## src/rtl/core/mpq_pkg.sv

```systemverilog
// shared types and constants for the unsorted max-priority queue
package mpq_pkg;

  localparam int unsigned CapacityDef = 64;
  localparam int unsigned PrioW       = 32;
  localparam int unsigned PayloadW    = 32;

  typedef enum logic [1:0] {
    StatusEnq     = 2'd0,
    StatusDeq     = 2'd1,
    StatusEmpty   = 2'd2,
    StatusDropped = 2'd3
  } status_e;

  typedef enum logic [0:0] {
    OpEnqueue = 1'b0,
    OpDequeue = 1'b1
  } op_e;

  typedef struct packed {
    logic signed [PrioW-1:0] prio;
    logic [PayloadW-1:0]     payload;
  } entry_t;

  // scan token handed from cell to cell during a dequeue
  typedef struct packed {
    logic   vld;
    logic   found;
    entry_t best;
    entry_t last;
  } scan_t;

endpackage

```

## src/rtl/core/mpq_cell.sv

```systemverilog
// one table slot of the queue with its stage of the dequeue scan
module mpq_cell import mpq_pkg::*; #(
  parameter int unsigned CAPACITY = CapacityDef,
  parameter int unsigned SLOT     = 0,
  localparam int unsigned IW = $clog2(CAPACITY),
  localparam int unsigned CW = $clog2(CAPACITY + 1)
) (
  input  logic          clk_i,
  input  logic          rst_ni,
  input  logic [CW-1:0] count_i,
  input  scan_t         tok_i,
  input  logic [IW-1:0] idx_i,
  output scan_t         tok_o,
  output logic [IW-1:0] idx_o,
  input  logic          wr_en_i,
  input  logic [IW-1:0] wr_idx_i,
  input  entry_t        wr_entry_i
);

  localparam logic [CW-1:0] SlotC = CW'(SLOT);
  localparam logic [IW-1:0] SlotI = IW'(SLOT);

  entry_t        entry_q;
  scan_t         tok_d;
  logic          vld_q, found_q;
  entry_t        best_q, last_q;
  logic [IW-1:0] idx_d, idx_q;
  logic          active, take;

  assign active = tok_i.vld && (SlotC < count_i);
  assign take   = active && (!tok_i.found || (entry_q.prio > tok_i.best.prio));

  always_comb begin
    tok_d = tok_i;
    idx_d = idx_i;
    if (take) begin
      tok_d.found = 1'b1;
      tok_d.best  = entry_q;
      idx_d       = SlotI;
    end
    // the last occupied slot hands its entry along to refill the freed one
    if (active && (SlotC == count_i - CW'(1))) begin
      tok_d.last = entry_q;
    end
  end

  always_ff @(posedge clk_i or negedge rst_ni) begin
    if (!rst_ni) begin
      vld_q <= 1'b0;
    end else begin
      vld_q <= tok_d.vld;
    end
  end

  always_ff @(posedge clk_i) begin
    found_q <= tok_d.found;
    best_q  <= tok_d.best;
    last_q  <= tok_d.last;
    idx_q   <= idx_d;
    if (wr_en_i && (wr_idx_i == SlotI)) begin
      entry_q <= wr_entry_i;
    end
  end

  assign tok_o = scan_t'{vld: vld_q, found: found_q, best: best_q, last: last_q};
  assign idx_o = idx_q;

endmodule

```

## config.mk

```make
export PLATFORM = sky130hd
export DESIGN_NAME = mpq_cell
export DESIGN_NICKNAME = d
export VERILOG_FILES = /design/src/rtl/core/mpq_pkg.sv /design/src/rtl/core/mpq_cell.sv
export SDC_FILE = /design/constraint.sdc
export NUM_CORES = 1
export LEC_CHECK = 0
export ABC_AREA = 1
export BUFFER_PORTS_ARGS = -buffer_cell sky130_fd_sc_hd__buf_4
export CAP_MARGIN = 20
export CORE_AREA = 2 2 136 138
export DETAILED_ROUTE_END_ITERATION = 10
export DIE_AREA = 0 0 138 140
export PLACE_DENSITY = 0.73
export SKIP_CTS_REPAIR_TIMING = 1
export SLEW_MARGIN = 20
export SYNTH_ARGS = -nofsm -noshare
export SYNTH_HDL_FRONTEND = slang
export SYNTH_SLANG_ARGS = --single-unit
```

## constraint.sdc

```tcl
create_clock -name clk_i -period 4.3 [get_ports clk_i]
set_input_delay 0.43 -clock clk_i [delete_from_list [all_inputs] [get_ports clk_i]]
set_output_delay 0.43 -clock clk_i [all_outputs]
set_load 0.02 [all_outputs]
```

Word-level counts from Yosys, hierarchy flattened:

Cells that the tools add are included.

* register bits after elaboration: 200
* output and inout port bits: 136
* logic and storage cells: 22

* $add $sub $neg: 1
* magnitude comparators: 2
* muxes and demuxes: 2
* reduce and logical (&&, ||, !) cells: 8

Operators by type and width (number)
* $mux W64: 2
* $gt A32 B32 Y1: 1
* $logic_not A7 Y1: 1
* $lt A1 B7 Y1 const A: 1
* $sub A7 B1 Y7 const B: 1
* $logic_not A6 Y1: 1
* $logic_and A1 B1 Y1: 4
* $logic_not A1 Y1: 1
* $logic_or A1 B1 Y1: 1

Depth between registers and ports, before layout:

* depth in word-level cells: 4
* gate-level depth with buffers: 20

Worst setup path after synthesis:

Ideal clock, no wire load.

* kind: input-to-reg
* start point: in wr_idx_i[1]
* end point: reg entry_q[0] (netlist name), enable pin
* arrival time: 2245 ps
* path slack: 1626 ps
* cell stages on the path: 2
* buffers on the path: 0
* cell sequence: nor4_1 and3_1

* cells in the longest elaborated chain, start to end: 2

RTL lines
* from (decl): line mpq_cell.sv:16 `input logic [IW-1:0] wr_idx_i,`
* $logic_not A6 Y1: line mpq_cell.sv:60 `if (wr_en_i && (wr_idx_i == SlotI)) begin`
* $logic_and A1 B1 Y1: line mpq_cell.sv:60
* to (signal assigned): line mpq_cell.sv:61 `entry_q <= wr_entry_i;`
* to (decl): line mpq_cell.sv:23 `entry_t entry_q;`

No other way between the ends.
A chain may end at the register's enable or synchronous reset.

==> impl_results.md <==
* Worst Path Required at 4.61 ns
* Clock insertion delay at the later pin of the skew report at between 0.4 and 0.5 ns
* Drt pass-1 iters at 4
* CP Capture Type: flop
* Pre-CTS WS at 1.23 ns
* Post-synthesis register bit count at 200
* Syn Std Cell Area at 7400 sq um
* Fmax at 339 MHz
* CTS tree: yes
* Total power at 4320 uW
* Final period utilization at 0.686
* Buf+Inv Stages, Crit Path at 0
* Met2 Track Usage GR at 0.387
* Setup CP Type: reg -> reg
* Chip width at 138 um
* Worst Path Max Fanout at 64
* First-pass GRT wire length at 32.0 mm
* Post-Syn Nets at 901
* Clock sink total at 200
* Row cnt at between 40 and 50
* Critical path's largest stage delay at around 0.53 ns
* Most frequent cells in the layout: 353 x buf_4, 169 x nand2_1, 135 x dfxtp_1
* Netlist cell types at 27
* Pwr per Cell Area at 401 nW/um^2
* Multi-input logic area at 2390 sq um
* Clock buffer count from CTS at 17
* Crit-path slowest cell: nand2_4
* GP Congestion at 0.801
* Residual DRC at 0
* Slew @ Worst Pin at between 0.9 and 1 ns
* CTS Buffer Depth at 2
* DP Cell Count at 1205
* Largest delay contributor family on the critical path: simple AND/OR/NAND/NOR gates
* Worst setup margin at between 1 and 1.5 ns
* Hold violation count in the final report at 0
* Syn_area_per_cell at about 11 sq um
* Final Max Slew Viols at 0
* Core area at 17800 sq um
* Reg area at roughly 4600 sq um
* Final setup violation count at 0
* Vias at 5875
* Chip Height at 140 um
* Initial Util at 0.416
* Number of H-tree levels at 4
* Vias in the first global route at 5971
* Most used cell, CP: nand2_1
* Largest net degree at the start of global routing at 73
* Root Buffer: clkbuf_16
* Status: complete, no violations
* # fillers at 1478
* Most common cell after layout, fill and taps aside: buf_4
* Fin cells at 1239
* Grt peak-use layer: met2
* Port Buffer Count at 351
* Detail Route Antenna Nets at 0
* Synth top area cells: dfxtp_1 37%, edfxtp_1 26%, mux2_2 9.6%, nand2_1 8.6%, ha_1 5.4%
* Hold WS at 0.137 ns
* Routing usage on met1 at 0.230
* Post-synthesis sequential area ratio at 0.628
* Worst Skew at 0.00892 ns
* Layout cells sized above 1 at 0.452
* RSZ-0062 raised after global routing: no
* Crit path DAT at 3.26 ns
* Hold Path Class: in -> reg
* Max_cap viols at 0
* Number of I/O pins at about 350
* Post-synthesis cell count at 653
* All-Layer GR Usage at 0.213
* Met3 Use GR at 0.0749
* Area Growth Syn to Fin at 45.4%
* Final min period at 2.95 ns
* CP Launch Type: flop
* Pleak at roughly 0.0052 uW
* CP Cell Sequence: ha_1 > nand2_1 > nor2_1 > nand2_1 > nor3b_2 > nand2_1 > nand3_1 > nand3_2 > nand2_4 > nand2_4 > nand2_1 > nand2_1
* Initial DRC Count at 262
* VDD IR-drop max at 0.306 mV
* Yosys top cell area share at 0.365
* Ys Warns at 0
* Drt via density at approximately 4.7
* Clock slew at reported path FFs at 0.07 ns
* Max-slew headroom at 0.340
* Wirelength per Cell at 16.7 um
* Total negative setup slack at 0 ns
* Yosys top cell by area: dfxtp_1
* Die ar. at 19300 sq um
* Global route overflow at 0
* Fin nets at 1244
* Initial antenna violation count at 1
* Total Wirelength at ~21 mm
* Post-DP HPWL at 14.9 mm
==> worst register-to-register path: stages, from the launching register on <==
cell and delay (ns):
edfxtp_1 0.43, ha_1 0.39, nand2_1 0.09, nor2_1 0.14, nand2_1 0.13, nor3b_2 0.20
nand2_1 0.08, nand3_1 0.08, nand3_2 0.10, nand2_4 0.33, nand2_4 0.55, nand2_1 0.26
nand2_1 0.07
==> registers in the layout, summed over array words and instances, names as in the netlist <==
| register | cells |
|---|---|
| tok_o | 128 |
| entry_q | 64 |
| idx_o | 6 |
| found_q | 1 |
| vld_q | 1 |
==> layer usage <==
metal | routed length [um] | vias to the layer above
li1 | - | 2869
met1 | 7730 | 2706
met2 | 10600 | 261
met3 | 1890 | 39
met4 | 554 | 0
met5 | 0 | -
==> synthesized netlist by cell type, drive strengths merged <==
cell type and instances:
buf 23, nor2 13, dfrtp 1, a21boi 6, nand4 2, nand3 68, nor4b 1, o21ai 3
nor3b 1, or2 1, nand2 172, ha 32, clkbuf 7, edfxtp 64, and3 1, a21oi 14
a21o 1, o21a 2, inv 41, dfxtp 135, mux2 63, o41a 1, nor4 1
==> cell families (layout without fill, tap and decap cells) <==
kind of cell | Yosys count | after routing | synth area share
compound gates | 27 | 27 | 0.0221
buf+inv | 71 | 427 | 0.0502
fa+ha+maj | 32 | 32 | 0.0541
flops | 200 | 200 | 0.628
mux | 63 | 63 | 0.0958
simple gates | 260 | 260 | 0.150
other cells | 0 | 1 | 0
==> per-stage QoR <==
stage / area, sq um / util
finish: 10800 / 0.605
global route: 10800 / 0.605
CTS: 10700 / 0.604
detailed placement: 10100 / 0.570
global placement: 10100 / 0.570
floorplan: 7400 / -
==> cell type report <==
cell class / instances / area share
Sequential cell: 200 / 0.432
Timing Repair Buffer: 354 / 0.247
Multi-Input combinational cell: 382 / 0.223
Clock buffer: 17 / 0.0395
Tap cell: 229 / 0.0266
Clock inverter: 15 / 0.0173
Inverter: 41 / 0.0143
Antenna cell: 1 / 0.000233
==> path summary, 6_finish.rpt <==
| kind | startpoint | slack [ns] | end | depth (start not counted) |
|---|---|---|---|---|
| max in group asynchronous | rst_ni | 3.91 | vld_q$_DFF_PN0_ | 2 |
| worst min register to register | entry_q[19]$_DFFE_PP_ | 0.51 | tok_o[83]$_DFF_P_ | 2 |
| worst max register to register | entry_q[63]$_DFFE_PP_ | 1.35 | tok_o[108]$_DFF_P_ | 12 |
| worst min-delay path | tok_i[129] | 0.14 | vld_q$_DFF_PN0_ | 1 |
| min in group asynchronous | rst_ni | 0.31 | vld_q$_DFF_PN0_ | 2 |
| worst max-delay path | entry_q[63]$_DFFE_PP_ | 1.35 | tok_o[108]$_DFF_P_ | 12 |
==> where the power goes <==
group | total, uW | switching [uW] | internal (uW)
registers | 2070 | 30.3 | 2040
clock network | 1650 | 762 | 885
logic | 600 | 298 | 303
total | 4320 | 1090 | 3230
Power figures use the tool's default switching activity.
